**src/hw/rtl/prms_pkg.sv**
```systemverilog
// Shared constants and types for the peak/RMS level meter.
// Used by every module of the meter; depends on nothing else.
package prms_pkg;

  localparam int SAMPLE_BITS   = 16;
  localparam int MAG_W         = SAMPLE_BITS + 1;
  localparam int LEVEL_W       = 16;
  localparam int ALPHA_W       = 16;
  localparam int BLOCK_MAX_DEF = 4096;
  localparam int JQ_DEPTH      = 2;
  localparam int ADDR_W        = 3;
  localparam int DATA_W        = 32;

  localparam logic [ALPHA_W-1:0]  ALPHA_RESET = 16'd6554;
  localparam logic [ADDR_W-3:0]   REG_ALPHA   = 1'b0;

  typedef struct packed {
    logic [LEVEL_W-1:0] smoothed_peak;
    logic [LEVEL_W-1:0] smoothed_rms;
    logic [LEVEL_W-1:0] block_peak;
    logic [LEVEL_W-1:0] block_rms;
    logic               block_overlong;
  } result_t;

endpackage

```
**src/hw/rtl/prms_front.sv**
```systemverilog
// Front end of the level meter: sample magnitude, peak, sum of squares and count.
// Hands a finished block to the job queue. Depends on prms_pkg.
module prms_front import prms_pkg::*; #(
  parameter int BLOCK_MAX = BLOCK_MAX_DEF,
  localparam int CNT_W    = $clog2(BLOCK_MAX + 1),
  localparam int SUM_W    = 2 * SAMPLE_BITS - 1 + CNT_W,
  localparam int JOB_W    = MAG_W + SUM_W + CNT_W + 1
) (
  input  logic                          clk,
  input  logic                          rst_n,
  input  logic                          accept,
  input  logic signed [SAMPLE_BITS-1:0] sample,
  input  logic                          last,
  output logic                          job_push,
  output logic [JOB_W-1:0]              job_data
);

  logic [MAG_W-1:0]   peak_r, peak_nxt, peak_upd;
  logic [SUM_W-1:0]   sum_r, sum_nxt, sum_upd;
  logic [CNT_W-1:0]   cnt_r, cnt_nxt, cnt_upd;
  logic               sat_r, sat_nxt, sat_upd;
  logic [MAG_W-1:0]   ext;
  logic [MAG_W-1:0]   mag;
  logic [2*MAG_W-1:0] sq;
  logic               below;

  always_comb begin
    ext      = {sample[SAMPLE_BITS-1], sample};
    mag      = sample[SAMPLE_BITS-1] ? (~ext + MAG_W'(1)) : ext;
    sq       = (2*MAG_W)'(mag) * (2*MAG_W)'(mag);
    below    = cnt_r < CNT_W'(BLOCK_MAX);
    peak_upd = (mag > peak_r) ? mag : peak_r;
    sum_upd  = below ? (sum_r + SUM_W'(sq)) : sum_r;
    cnt_upd  = below ? (cnt_r + CNT_W'(1)) : cnt_r;
    sat_upd  = sat_r | ~below;

    peak_nxt = peak_r;
    sum_nxt  = sum_r;
    cnt_nxt  = cnt_r;
    sat_nxt  = sat_r;
    if (accept) begin
      if (last) begin
        peak_nxt = '0;
        sum_nxt  = '0;
        cnt_nxt  = '0;
        sat_nxt  = 1'b0;
      end else begin
        peak_nxt = peak_upd;
        sum_nxt  = sum_upd;
        cnt_nxt  = cnt_upd;
        sat_nxt  = sat_upd;
      end
    end
  end

  assign job_push = accept & last;
  assign job_data = {peak_upd, sum_upd, cnt_upd, sat_upd};

  always_ff @(posedge clk) begin
    if (!rst_n) begin
      peak_r <= '0;
      sum_r  <= '0;
      cnt_r  <= '0;
      sat_r  <= 1'b0;
    end else begin
      peak_r <= peak_nxt;
      sum_r  <= sum_nxt;
      cnt_r  <= cnt_nxt;
      sat_r  <= sat_nxt;
    end
  end

endmodule

```
**src/hw/rtl/prms_jobq.sv**
```systemverilog
// Short queue of finished blocks between the front end and the back end.
// Depends on prms_pkg for its default depth.
module prms_jobq import prms_pkg::*; #(
  parameter int W     = 8,
  parameter int DEPTH = JQ_DEPTH,
  localparam int PTR_W = (DEPTH > 1) ? $clog2(DEPTH) : 1,
  localparam int CNT_W = $clog2(DEPTH + 1)
) (
  input  logic         clk,
  input  logic         rst_n,
  input  logic         wr_en,
  input  logic [W-1:0] wr_data,
  input  logic         rd_en,
  output logic [W-1:0] rd_data,
  output logic         full,
  output logic         empty
);

  logic [W-1:0]     mem_r [DEPTH];
  logic [PTR_W-1:0] wr_ptr_r, wr_ptr_nxt;
  logic [PTR_W-1:0] rd_ptr_r, rd_ptr_nxt;
  logic [CNT_W-1:0] cnt_r, cnt_nxt;
  logic             do_wr, do_rd;

  assign full    = cnt_r == CNT_W'(DEPTH);
  assign empty   = cnt_r == '0;
  assign rd_data = mem_r[rd_ptr_r];
  assign do_wr   = wr_en & ~full;
  assign do_rd   = rd_en & ~empty;

  always_comb begin
    wr_ptr_nxt = wr_ptr_r;
    rd_ptr_nxt = rd_ptr_r;
    cnt_nxt    = cnt_r;
    if (do_wr) begin
      wr_ptr_nxt = (wr_ptr_r == PTR_W'(DEPTH - 1)) ? '0 : wr_ptr_r + PTR_W'(1);
    end
    if (do_rd) begin
      rd_ptr_nxt = (rd_ptr_r == PTR_W'(DEPTH - 1)) ? '0 : rd_ptr_r + PTR_W'(1);
    end
    if (do_wr && !do_rd) begin
      cnt_nxt = cnt_r + CNT_W'(1);
    end else if (!do_wr && do_rd) begin
      cnt_nxt = cnt_r - CNT_W'(1);
    end
  end

  always_ff @(posedge clk) begin
    if (!rst_n) begin
      wr_ptr_r <= '0;
      rd_ptr_r <= '0;
      cnt_r    <= '0;
    end else begin
      wr_ptr_r <= wr_ptr_nxt;
      rd_ptr_r <= rd_ptr_nxt;
      cnt_r    <= cnt_nxt;
    end
  end

  always_ff @(posedge clk) begin
    if (do_wr) begin
      mem_r[wr_ptr_r] <= wr_data;
    end
  end

endmodule

```
**src/hw/rtl/prms_back.sv**
```systemverilog
// Back end of the level meter: divide, square root, smoothing and the result register.
// Takes blocks from the job queue. Depends on prms_pkg.
module prms_back import prms_pkg::*; #(
  parameter int BLOCK_MAX = BLOCK_MAX_DEF,
  localparam int CNT_W    = $clog2(BLOCK_MAX + 1),
  localparam int SUM_W    = 2 * SAMPLE_BITS - 1 + CNT_W,
  localparam int JOB_W    = MAG_W + SUM_W + CNT_W + 1,
  localparam int ROOT_W   = MAG_W,
  localparam int RAD_W    = 2 * ROOT_W,
  localparam int ACC_W    = MAG_W + ALPHA_W + 1,
  localparam int STEP_W   = $clog2(SUM_W)
) (
  input  logic               clk,
  input  logic               rst_n,
  input  logic [ALPHA_W-1:0] alpha,
  input  logic               job_empty,
  input  logic [JOB_W-1:0]   job_data,
  output logic               job_pop,
  input  logic               pop,
  output logic               empty,
  output result_t            result
);

  localparam logic [2:0] S_IDLE = 3'd0;
  localparam logic [2:0] S_DIV  = 3'd1;
  localparam logic [2:0] S_SQRT = 3'd2;
  localparam logic [2:0] S_MPK  = 3'd3;
  localparam logic [2:0] S_MRM  = 3'd4;
  localparam logic [2:0] S_ADD  = 3'd5;
  localparam logic [2:0] S_OUT  = 3'd6;

  logic [2:0]        state_r, state_nxt;
  logic              out_valid_r, out_valid_nxt;
  logic [MAG_W-1:0]  pavg_r, pavg_nxt;
  logic [MAG_W-1:0]  ravg_r, ravg_nxt;

  logic [MAG_W-1:0]  peak_r, peak_nxt;
  logic              sat_r, sat_nxt;
  logic [CNT_W-1:0]  den_r, den_nxt;
  logic [SUM_W-1:0]  quo_r, quo_nxt;
  logic [CNT_W:0]    rem_r, rem_nxt;
  logic [STEP_W-1:0] step_r, step_nxt;
  logic [RAD_W-1:0]  rad_r, rad_nxt;
  logic [ROOT_W-1:0] root_r, root_nxt;
  logic [ROOT_W+1:0] srem_r, srem_nxt;
  logic [ACC_W-1:0]  prod_a_r, prod_a_nxt;
  logic [ACC_W-1:0]  prod_b_r, prod_b_nxt;
  result_t           res_r, res_nxt;

  logic [CNT_W:0]    rem_sh;
  logic              div_ge;
  logic [SUM_W-1:0]  quo_step;
  logic [ROOT_W+1:0] srem_sh;
  logic [ROOT_W+1:0] trial;
  logic              sqrt_ge;
  logic [ROOT_W-1:0] root_step;
  logic [ACC_W-1:0]  inv_alpha;
  logic [ACC_W-1:0]  acc_sum;

  assign empty  = ~out_valid_r;
  assign result = res_r;

  always_comb begin
    // One restoring divide step.
    rem_sh   = {rem_r[CNT_W-1:0], quo_r[SUM_W-1]};
    div_ge   = rem_sh >= {1'b0, den_r};
    quo_step = {quo_r[SUM_W-2:0], div_ge};
    // One square root digit.
    srem_sh   = {srem_r[ROOT_W-1:0], rad_r[RAD_W-1 -: 2]};
    trial     = {root_r, 2'b01};
    sqrt_ge   = srem_sh >= trial;
    root_step = {root_r[ROOT_W-2:0], sqrt_ge};
    inv_alpha = ACC_W'(1 << ALPHA_W) - ACC_W'(alpha);
    acc_sum   = prod_a_r + prod_b_r;

    state_nxt     = state_r;
    out_valid_nxt = out_valid_r;
    pavg_nxt      = pavg_r;
    ravg_nxt      = ravg_r;
    peak_nxt      = peak_r;
    sat_nxt       = sat_r;
    den_nxt       = den_r;
    quo_nxt       = quo_r;
    rem_nxt       = rem_r;
    step_nxt      = step_r;
    rad_nxt       = rad_r;
    root_nxt      = root_r;
    srem_nxt      = srem_r;
    prod_a_nxt    = prod_a_r;
    prod_b_nxt    = prod_b_r;
    res_nxt       = res_r;
    job_pop       = 1'b0;

    if (pop && out_valid_r) begin
      out_valid_nxt = 1'b0;
    end

    unique case (state_r)
      S_IDLE: begin
        if (!job_empty) begin
          job_pop = 1'b1;
          {peak_nxt, quo_nxt, den_nxt, sat_nxt} = job_data;
          rem_nxt   = '0;
          step_nxt  = '0;
          state_nxt = S_DIV;
        end
      end
      S_DIV: begin
        rem_nxt  = div_ge ? (rem_sh - {1'b0, den_r}) : rem_sh;
        quo_nxt  = quo_step;
        step_nxt = step_r + STEP_W'(1);
        if (step_r == STEP_W'(SUM_W - 1)) begin
          // The mean square never exceeds full scale squared.
          rad_nxt   = RAD_W'(quo_step);
          root_nxt  = '0;
          srem_nxt  = '0;
          step_nxt  = '0;
          state_nxt = S_SQRT;
        end
      end
      S_SQRT: begin
        srem_nxt = sqrt_ge ? (srem_sh - trial) : srem_sh;
        root_nxt = root_step;
        rad_nxt  = {rad_r[RAD_W-3:0], 2'b00};
        step_nxt = step_r + STEP_W'(1);
        if (step_r == STEP_W'(ROOT_W - 1)) begin
          state_nxt = S_MPK;
        end
      end
      S_MPK: begin
        prod_a_nxt = ACC_W'(peak_r) * ACC_W'(alpha);
        prod_b_nxt = ACC_W'(pavg_r) * inv_alpha;
        state_nxt  = S_MRM;
      end
      S_MRM: begin
        pavg_nxt   = MAG_W'(acc_sum >> ALPHA_W);
        prod_a_nxt = ACC_W'(root_r) * ACC_W'(alpha);
        prod_b_nxt = ACC_W'(ravg_r) * inv_alpha;
        state_nxt  = S_ADD;
      end
      S_ADD: begin
        ravg_nxt  = MAG_W'(acc_sum >> ALPHA_W);
        state_nxt = S_OUT;
      end
      S_OUT: begin
        if (!out_valid_r || pop) begin
          res_nxt.smoothed_peak  = LEVEL_W'(pavg_r);
          res_nxt.smoothed_rms   = LEVEL_W'(ravg_r);
          res_nxt.block_peak     = LEVEL_W'(peak_r);
          res_nxt.block_rms      = LEVEL_W'(root_r);
          res_nxt.block_overlong = sat_r;
          out_valid_nxt          = 1'b1;
          state_nxt              = S_IDLE;
        end
      end
      default: begin
        state_nxt = S_IDLE;
      end
    endcase
  end

  always_ff @(posedge clk) begin
    if (!rst_n) begin
      state_r     <= S_IDLE;
      out_valid_r <= 1'b0;
      pavg_r      <= '0;
      ravg_r      <= '0;
    end else begin
      state_r     <= state_nxt;
      out_valid_r <= out_valid_nxt;
      pavg_r      <= pavg_nxt;
      ravg_r      <= ravg_nxt;
    end
  end

  always_ff @(posedge clk) begin
    peak_r   <= peak_nxt;
    sat_r    <= sat_nxt;
    den_r    <= den_nxt;
    quo_r    <= quo_nxt;
    rem_r    <= rem_nxt;
    step_r   <= step_nxt;
    rad_r    <= rad_nxt;
    root_r   <= root_nxt;
    srem_r   <= srem_nxt;
    prod_a_r <= prod_a_nxt;
    prod_b_r <= prod_b_nxt;
    res_r    <= res_nxt;
  end

endmodule

```
**src/hw/rtl/block_peak_rms_level_meter.sv**
```systemverilog
// Block peak/RMS level meter, top level. Samples are taken one per cycle while the block
// queue is not full. A block's result comes from a bit-serial divider and a digit-serial
// square root; the back end works on one block while the next one accumulates.
// Reset is synchronous and active low: all sums, counts and averages clear, alpha returns to 6554.
// Depends on prms_pkg, prms_front, prms_jobq and prms_back.
module block_peak_rms_level_meter import prms_pkg::*; #(
  parameter int BLOCK_MAX = BLOCK_MAX_DEF
) (
  input  logic                          clk,
  input  logic                          rst_n,
  // Configuration port.
  input  logic                          psel,
  input  logic                          penable,
  input  logic                          pwrite,
  input  logic [ADDR_W-1:0]             paddr,
  input  logic [DATA_W-1:0]             pwdata,
  output logic [DATA_W-1:0]             prdata,
  output logic                          pready,
  // Sample channel.
  input  logic                          push,
  output logic                          full,
  input  logic signed [SAMPLE_BITS-1:0] in_audio_sample,
  input  logic                          in_block_last,
  // Result channel.
  output logic                          empty,
  input  logic                          pop,
  output logic [LEVEL_W-1:0]            out_smoothed_peak,
  output logic [LEVEL_W-1:0]            out_smoothed_rms,
  output logic [LEVEL_W-1:0]            out_block_peak,
  output logic [LEVEL_W-1:0]            out_block_rms,
  output logic                          out_block_overlong
);

  localparam int CNT_W = $clog2(BLOCK_MAX + 1);
  localparam int SUM_W = 2 * SAMPLE_BITS - 1 + CNT_W;
  localparam int JOB_W = MAG_W + SUM_W + CNT_W + 1;

  logic [ALPHA_W-1:0] alpha_r, alpha_nxt;
  logic               cfg_wr;
  logic               in_accept;
  logic               job_push;
  logic [JOB_W-1:0]   job_wdata;
  logic [JOB_W-1:0]   job_rdata;
  logic               job_pop;
  logic               job_empty;
  result_t            result;

  // The configuration port answers at once; a write lands on the access cycle.
  assign pready = 1'b1;
  assign cfg_wr = psel & penable & pwrite & pready;

  always_comb begin
    alpha_nxt = alpha_r;
    if (cfg_wr && paddr[ADDR_W-1:2] == REG_ALPHA) begin
      alpha_nxt = pwdata[ALPHA_W-1:0];
    end
  end

  always_comb begin
    case (paddr[ADDR_W-1:2])
      REG_ALPHA: prdata = DATA_W'(alpha_r);
      default:   prdata = '0;
    endcase
  end

  always_ff @(posedge clk) begin
    if (!rst_n) begin
      alpha_r <= ALPHA_RESET;
    end else begin
      alpha_r <= alpha_nxt;
    end
  end

  // The sample channel stalls only while the block queue holds two finished
  // blocks that the back end has not yet taken.
  assign in_accept = push & ~full;

  prms_front #(
    .BLOCK_MAX(BLOCK_MAX)
  ) u_front (
    .clk      (clk),
    .rst_n    (rst_n),
    .accept   (in_accept),
    .sample   (in_audio_sample),
    .last     (in_block_last),
    .job_push (job_push),
    .job_data (job_wdata)
  );

  prms_jobq #(
    .W     (JOB_W),
    .DEPTH (JQ_DEPTH)
  ) u_jobq (
    .clk     (clk),
    .rst_n   (rst_n),
    .wr_en   (job_push),
    .wr_data (job_wdata),
    .rd_en   (job_pop),
    .rd_data (job_rdata),
    .full    (full),
    .empty   (job_empty)
  );

  // The back end works on one block at a time and holds its finished word in
  // an output register until it is popped.
  prms_back #(
    .BLOCK_MAX(BLOCK_MAX)
  ) u_back (
    .clk       (clk),
    .rst_n     (rst_n),
    .alpha     (alpha_r),
    .job_empty (job_empty),
    .job_data  (job_rdata),
    .job_pop   (job_pop),
    .pop       (pop),
    .empty     (empty),
    .result    (result)
  );

  assign out_smoothed_peak  = result.smoothed_peak;
  assign out_smoothed_rms   = result.smoothed_rms;
  assign out_block_peak     = result.block_peak;
  assign out_block_rms      = result.block_rms;
  assign out_block_overlong = result.block_overlong;

endmodule

```
**config.mk**
```make
export PLATFORM = sky130hd
export DESIGN_NAME = block_peak_rms_level_meter
export DESIGN_NICKNAME = d
export VERILOG_FILES = /design/src/hw/rtl/prms_pkg.sv /design/src/hw/rtl/prms_front.sv /design/src/hw/rtl/prms_jobq.sv /design/src/hw/rtl/prms_back.sv /design/src/hw/rtl/block_peak_rms_level_meter.sv
export SDC_FILE = /design/constraint.sdc
export NUM_CORES = 2
export LEC_CHECK = 0
export BUFFER_PORTS_ARGS = -buffer_cell sky130_fd_sc_hd__buf_2
export CORE_ASPECT_RATIO = 0.6
export CORE_UTILIZATION = 57
export DETAILED_ROUTE_END_ITERATION = 6
export GPL_ROUTABILITY_DRIVEN = 0
export PLACE_DENSITY = 0.8
export RECOVER_POWER = 50
export SLEW_MARGIN = 0
export SYNTH_ARGS = -nofsm -noshare
export SYNTH_HDL_FRONTEND = slang
export SYNTH_SLANG_ARGS = --single-unit
```
**constraint.sdc**
```tcl
create_clock -name clk -period 14.55 [get_ports clk]
set_input_delay 2.1825 -clock clk [delete_from_list [all_inputs] [get_ports clk]]
set_output_delay 2.1825 -clock clk [all_outputs]
set_load 0.02 [all_outputs]
```
# After elaboration in Yosys (flattened, before gate mapping)
# Memory sizes are Yosys's and may differ from the RTL's. A register that Yosys moved wholly into a read port is not among the register bits.
# Index checks and enable logic that the tools add are counted.
[totals]
input_bits = 59
ram_bits = 150
memories = 1
output_inout_bits = 100
register_bits = 426
word_cells = 141
[mem_list]
columns = ["memory", "words", "word_bits", "rd", "rd_clocked_by_memory_dff", "write_ports", "line_no", "text"]
rows = [
  ["u_jobq.mem_r", 2, 75, 1, 1, 1, "prms_jobq.sv:19", "logic [W-1:0] mem_r [DEPTH];"],
]
[op_classes]
n_lt_le_gt_ge = 4
bitwise_logic = 13
reduce_logical = 21
add_sub_neg = 12
mul = 5
eq_ne = 13
mux = 44
[op_table]
columns = ["cell", "n"]
rows = [
  ["44-bit 2-to-1 mux", 3],
  ["33-bit one-hot mux with 2 select lines", 2],
  ["17-bit 2-to-1 mux", 6],
  ["44-bit one-hot mux with 2 select lines", 1],
  ["17-bit by 34-bit multiplier with 33-bit output", 2],
  ["17-bit one-hot mux with 2 select lines", 2],
  ["34-bit one-hot mux with 2 select lines", 1],
  ["17-bit by 16-bit multiplier with 33-bit output", 2],
  ["13-bit 2-to-1 mux", 4],
  ["44-bit by 34-bit adder with 44-bit output", 1],
  ["17-bit by 17-bit multiplier with 34-bit output", 1],
  ["34-bit 2-to-1 mux", 1],
  ["33-bit adder", 1],
  ["13-bit one-hot mux with 2 select lines", 1],
  ["3-bit one-hot mux with 7 select lines", 1],
  ["19-bit greater-or-equal comparator", 1],
  ["6-bit one-hot mux with 3 select lines", 1],
  ["17-bit by 16-bit subtractor with 18-bit output, first input constant", 1],
  ["17-bit by 1-bit adder with 17-bit output, second input constant", 1],
  ["17-bit greater-than comparator", 1],
  ["17-bit NOT", 1],
  ["17-bit subtractor", 1],
  ["16-bit 2-to-1 mux", 1],
  ["14-bit by 13-bit greater-or-equal comparator with 1-bit output", 1],
  ["other kinds (31)", 74],
]

# Longest topological paths before layout
[depth]
word_depth = 9
ltp_mapped = 34
mapped_depth_nobuf = 32

# Modules after synthesis
# A second synthesis with hierarchy kept.
[unflattened]
hier_cells = 7746
area_unflattened_um2 = 72829.8
[by_module_without_submodules]
columns = ["module", "cells_per_inst", "instances", "area_each_um2", "seq_area_each_um2"]
rows = [
  ["prms_back", 5707, 1, 52406.5, 9559.2],
  ["prms_front", 1674, 1, 13818.3, 1501.4],
  ["prms_jobq", 258, 1, 5656.7, 4604.4],
  ["block_peak_rms_level_meter", 107, 1, 948.4, 320.3],
]

# Worst setup path before layout
# No wires, ideal clock.
[synth_path]
kind = "input to register"
start = "in in_audio_sample[0]"
end = "reg u_front.sum_r[38]"
setup_ps = 117
arrival_ps = 9849
path_slack_ps = 4583
stages = 34
path_buffers = 2
required_ps = 14433
cell_sequence = "inv_1 clkbuf_1 ha_1 nand2_1 or3_1 or3_1 or4_4 o21ai_2 xor2_2 inv_2 buf_6 nand2_1 inv_1 fa_1 inv_1 fa_1 fa_1 inv_1 fa_1 fa_1 inv_1 fa_1 inv_1 ha_1 a21o_1 a21o_1 a21o_1 a22o_1 o21ai_0 o2111ai_1 a41oi_1 nand2b_1 mux2i_1 nand2_1"
[synth_between]
elab_chain_cells = 7
[synth_lines]
columns = ["element", "line_no", "text"]
rows = [
  ["from (decl)", "block_peak_rms_level_meter.sv:22", "input logic signed [SAMPLE_BITS-1:0] in_audio_sample,"],
  ["17-bit NOT", "prms_front.sv:29", "mag = sample[SAMPLE_BITS-1] ? (~ext + MAG_W'(1)) : ext;"],
  ["17-bit by 1-bit adder with 17-bit output", "prms_front.sv:29", ""],
  ["17-bit 2-to-1 mux *", "prms_front.sv:29", ""],
  ["17-bit by 17-bit multiplier with 34-bit output *", "prms_front.sv:30", "sq = (2*MAG_W)'(mag) * (2*MAG_W)'(mag);"],
  ["44-bit by 34-bit adder with 44-bit output *", "prms_front.sv:33", "sum_upd = below ? (sum_r + SUM_W'(sq)) : sum_r;"],
  ["44-bit 2-to-1 mux *", "prms_front.sv:33", ""],
  ["44-bit 2-to-1 mux *", "prms_front.sv:42", "if (last) begin"],
  ["to (signal assigned)", "prms_front.sv:67", "sum_r <= sum_nxt;"],
  ["to (decl)", "prms_front.sv:19", "logic [SUM_W-1:0] sum_r, sum_nxt, sum_upd;"],
]
# Mark *: on every way between the ends. The rest lies on a longest branch, timed or not.
# A chain may end at the register's enable or synchronous reset.

# Worst setup path after layout
[layout_path]
start = "in in_audio_sample[0]"
end = "reg u_front.sum_r[36]"
# The elaborated chain is that of the path after synthesis.

==> impl_results.rst <==
.. list-table::
   :header-rows: 1

   * - Metric
     - Value
   * - All-Layer GR Usage
     - 30.29%
   * - Number of synthesized register bits
     - 577
   * - Count of nets after finishing
     - 9224
   * - Number of global-route vias before repair
     - 54460
   * - Unique cell type count in the Yosys netlist
     - 85
   * - Quantity of hold-fixing buffers added after cts
     - 0
   * - Die Y-Extent
     - 274.8 um
   * - Total number of vias
     - 52990
   * - Hold violation total from the final report
     - 0
   * - Data arrival at the endpoint of the critical path
     - 11640 ps
   * - Reg-to-reg critical path startpoint
     - alpha_r[1]
   * - Required time of the critical path
     - 15180 ps
   * - Worst-case clock buffer depth
     - 3
   * - Placement Rows
     - 99
   * - Hold Path Depth
     - 0
   * - Share of flip-flops with an asynchronous set or reset
     - 0%
   * - Worst-Skew Late Latency
     - 690 ps
   * - Worst path buffer plus inverter count
     - 8
   * - Final worst-path cycle share
     - 75.65%
   * - Post-cts gate resize count
     - 0
   * - Routed length per instance
     - 20.57 um
   * - Worst-case reg-to-reg path depth
     - 28
   * - Post-Synthesis Cells
     - 7503
   * - Family with the most delay on the worst path
     - adder cells
   * - Setup bufs post-CTS
     - 0
   * - Maximum number of pins on one net before global-route repair
     - 90
   * - Post-Synthesis Cell Area
     - 70710 sq um
   * - Number of synthesized flops with an enable pin
     - 443
   * - Most used flip-flop cell after synthesis
     - sky130_fd_sc_hd__edfxtp_1
   * - Half-perimeter wire length after detailed placement
     - 137900 um
   * - Die X-Extent
     - 456.7 um
   * - Total negative setup slack
     - 0 ps
   * - Most common cell after layout, fill and taps aside
     - sky130_fd_sc_hd__inv_1
   * - TritonCTS clock tree
     - yes
   * - Antenna violations before repair
     - 6
   * - Path class of the lowest-slack min-delay path
     - register to register
   * - Worst Hold Endpoint
     - u_back.result[0]
   * - Crit-path max FO
     - 13
   * - Via density per instance
     - 5.803
   * - Reg-to-reg slack, setup
     - 4820 ps
   * - H-tree depth
     - 2
   * - Final Skew
     - 57.41 ps
   * - Area of the placeable core
     - 122300 sq um
   * - Starting density of the core
     - 57.84%
   * - Fraction of layout instances using a drive strength above 1
     - 4.952%
   * - Max-Slew Margin vs Limit
     - -230.0%
   * - Kind of end point of the critical path
     - register
   * - Sequential share of the synthesized area
     - 22.61%
   * - Violated checks
     - max-capacitance violations, max-slew violations
   * - Startpoint class of the critical path
     - input pin
   * - Detail Route Antenna Nets
     - 0
   * - Count of buffers inserted at the top-level ports
     - 123
   * - Final setup fails
     - 0
   * - Slew at the pin closest to its max-slew limit
     - 4950 ps
   * - Result of the run
     - finished, violations left
   * - First-pass iteration count of the detailed router
     - 5
   * - Total CTS buffers
     - 57
   * - Most numerous cell on the critical path
     - sky130_fd_sc_hd__inv_1
   * - Achievable frequency
     - 0.09085 GHz
   * - Synthesized area per cell
     - 9.425 sq um
   * - Clock transition at the registers of the reported paths
     - 70 ps
   * - Min-delay src
     - u_back.sat_r
   * - CP Class
     - input pin to register
   * - Signed area change from the synthesized netlist to the final layout
     - 5.719%
   * - Count of warnings emitted by yosys
     - 0
   * - Wire length of the first global-routing pass
     - 298200 um
   * - Global-route congestion overflow total
     - 0
   * - Max Cap Violations
     - 18
   * - Utilization after layout
     - 61.15%
   * - Unrepaired setup endpoints after global routing
     - no
   * - Critical-path cell with the highest stage delay
     - sky130_fd_sc_hd__a41oi_1
   * - Remaining DRCs
     - 0
   * - Die area
     - 125500 sq um
   * - Detailed router's first-iteration violation count
     - 5285
   * - Maximum single-stage delay on the critical path
     - 740 ps
   * - Reg-to-reg critical path endpoint
     - u_back.prod_b_r[32]
   * - Highest-count cells in the layout ignoring fill and taps
     - sky130_fd_sc_hd__inv_1, sky130_fd_sc_hd__nand2_1, sky130_fd_sc_hd__fa_1
   * - # clock sinks
     - 577
   * - Total wirelength of the detailed-routed design
     - 187900 um
   * - Root buffer cell
     - sky130_fd_sc_hd__clkbuf_16
   * - Filler Cell Count
     - 9716
   * - Time the worst path needs with I/O delays and setup
     - 11010 ps
   * - Final-report max-slew violation count
     - 901
   * - Top-level port count
     - 159
==> metal layers <==
metal  vias to the layer above  wire length [um]  track usage [%]
li1                      23320                 -                -
met1                     26270             77570            43.25
met2                      2984             80070            45.15
met3                       417             24120            7.987
met4                         0              6102            9.628
met5                         -                 0                0
==> layout make-up <==
type                       instances  area, sq um  area share (%)
inverter                        1421         5335           7.137
clock inverter                    24        261.5          0.3498
multi-input combinational       5187        48270           64.57
tap                             1616         2022           2.705
sequential                       577        15990           21.38
timing repair buffer             219         1194           1.597
clock buffer                      84         1682           2.249
antenna                            3        7.507         0.01004
==> stage by stage <==
step                setup WS [ps]  cells  hold WS, ps  area, sq um
finish                       3543   9131        425.4        74760
global route                 3318   9129        433.4        74750
CTS                          3900   9128        426.7        74940
detailed placement           3191   9020        423.8        73000
global placement             3352   9020        404.0        73000
floorplan                    4583   7556        400.3        70910
==> state kept, by name, indices dropped and copies added, names as in the netlist, 33 cells and up, named ones only <==
name and count:
u_front.sum_r 44, u_back.prod_a_r 33, u_back.prod_b_r 33, u_jobq.mem_r 150
u_back.quo_r 44, u_back.result 65, u_back.rad_r 34
==> cell usage after synthesis, types with 16 or more instances <==
library cell | number | share of area, %
sky130_fd_sc_hd__inv_1 | 1417 | 7.5
sky130_fd_sc_hd__nand2_1 | 1282 | 6.8
sky130_fd_sc_hd__fa_1 | 1081 | 31
sky130_fd_sc_hd__ha_1 | 621 | 11
sky130_fd_sc_hd__edfxtp_1 | 443 | 19
sky130_fd_sc_hd__and2_1 | 360 | 3.2
sky130_fd_sc_hd__clkbuf_1 | 317 | 1.7
sky130_fd_sc_hd__nor2_1 | 277 | 1.5
sky130_fd_sc_hd__a21oi_1 | 242 | 1.7
sky130_fd_sc_hd__o21ai_0 | 229 | 1.6
sky130_fd_sc_hd__dfxtp_1 | 134 | 3.8
sky130_fd_sc_hd__xnor2_1 | 132 | 1.6
sky130_fd_sc_hd__xor2_1 | 93 | 1.2
sky130_fd_sc_hd__nand3_1 | 84 | 0.59
sky130_fd_sc_hd__a21o_1 | 77 | 0.82
sky130_fd_sc_hd__mux2i_1 | 64 | 0.91
sky130_fd_sc_hd__nor3_1 | 47 | 0.33
sky130_fd_sc_hd__mux2_2 | 42 | 0.67
sky130_fd_sc_hd__nand2b_1 | 39 | 0.35
sky130_fd_sc_hd__nor2b_1 | 36 | 0.32
sky130_fd_sc_hd__o21a_1 | 36 | 0.38
sky130_fd_sc_hd__buf_1 | 32 | 0.17
sky130_fd_sc_hd__nand4_1 | 31 | 0.27
sky130_fd_sc_hd__a211oi_1 | 30 | 0.32
sky130_fd_sc_hd__and3_1 | 26 | 0.23
sky130_fd_sc_hd__a22oi_1 | 25 | 0.27
sky130_fd_sc_hd__o31ai_1 | 21 | 0.22
sky130_fd_sc_hd__a22o_1 | 18 | 0.22
sky130_fd_sc_hd__buf_4 | 18 | 0.19
sky130_fd_sc_hd__or3_1 | 17 | 0.15
sky130_fd_sc_hd__a31oi_1 | 16 | 0.14
==> cell families (layout without fill, tap and decap cells) <==
group                      after synthesis  in the layout  share of synthesized area (%)
xor gates and xnor gates               227            227                          2.833
AOI/OAI and AO/OA                      835            835                          7.405
other                                    2             58                        0.01062
and+or+nand+nor                       2262           2262                          14.36
buffers and inverters                 1792           1748                          9.624
DFF                                    577            577                          22.61
adders and majority gates             1702           1702                          41.59
muxes                                  106            106                          1.575
==> how the worst max path moves through the flow <==
stage | startpoint | to | slack, ps | depth (start not counted)
2_1_floorplan | in_audio_sample[0] | u_front.sum_r[38] | 4580 | 34
3_3_place_gp | in_audio_sample[0] | u_jobq.mem_r[0][50] | 3350 | 31
3_5_place_dp | in_audio_sample[0] | u_front.sum_r[40] | 3190 | 33
4_1_cts | in_audio_sample[0] | u_front.sum_r[40] | 3900 | 33
5_1_grt | in_audio_sample[0] | u_front.sum_r[36] | 3320 | 33
6_report | in_audio_sample[0] | u_front.sum_r[36] | 3540 | 33
Power is not shown: default switching activity piles up to over one toggle a cycle in this logic, so the estimate is an artifact.
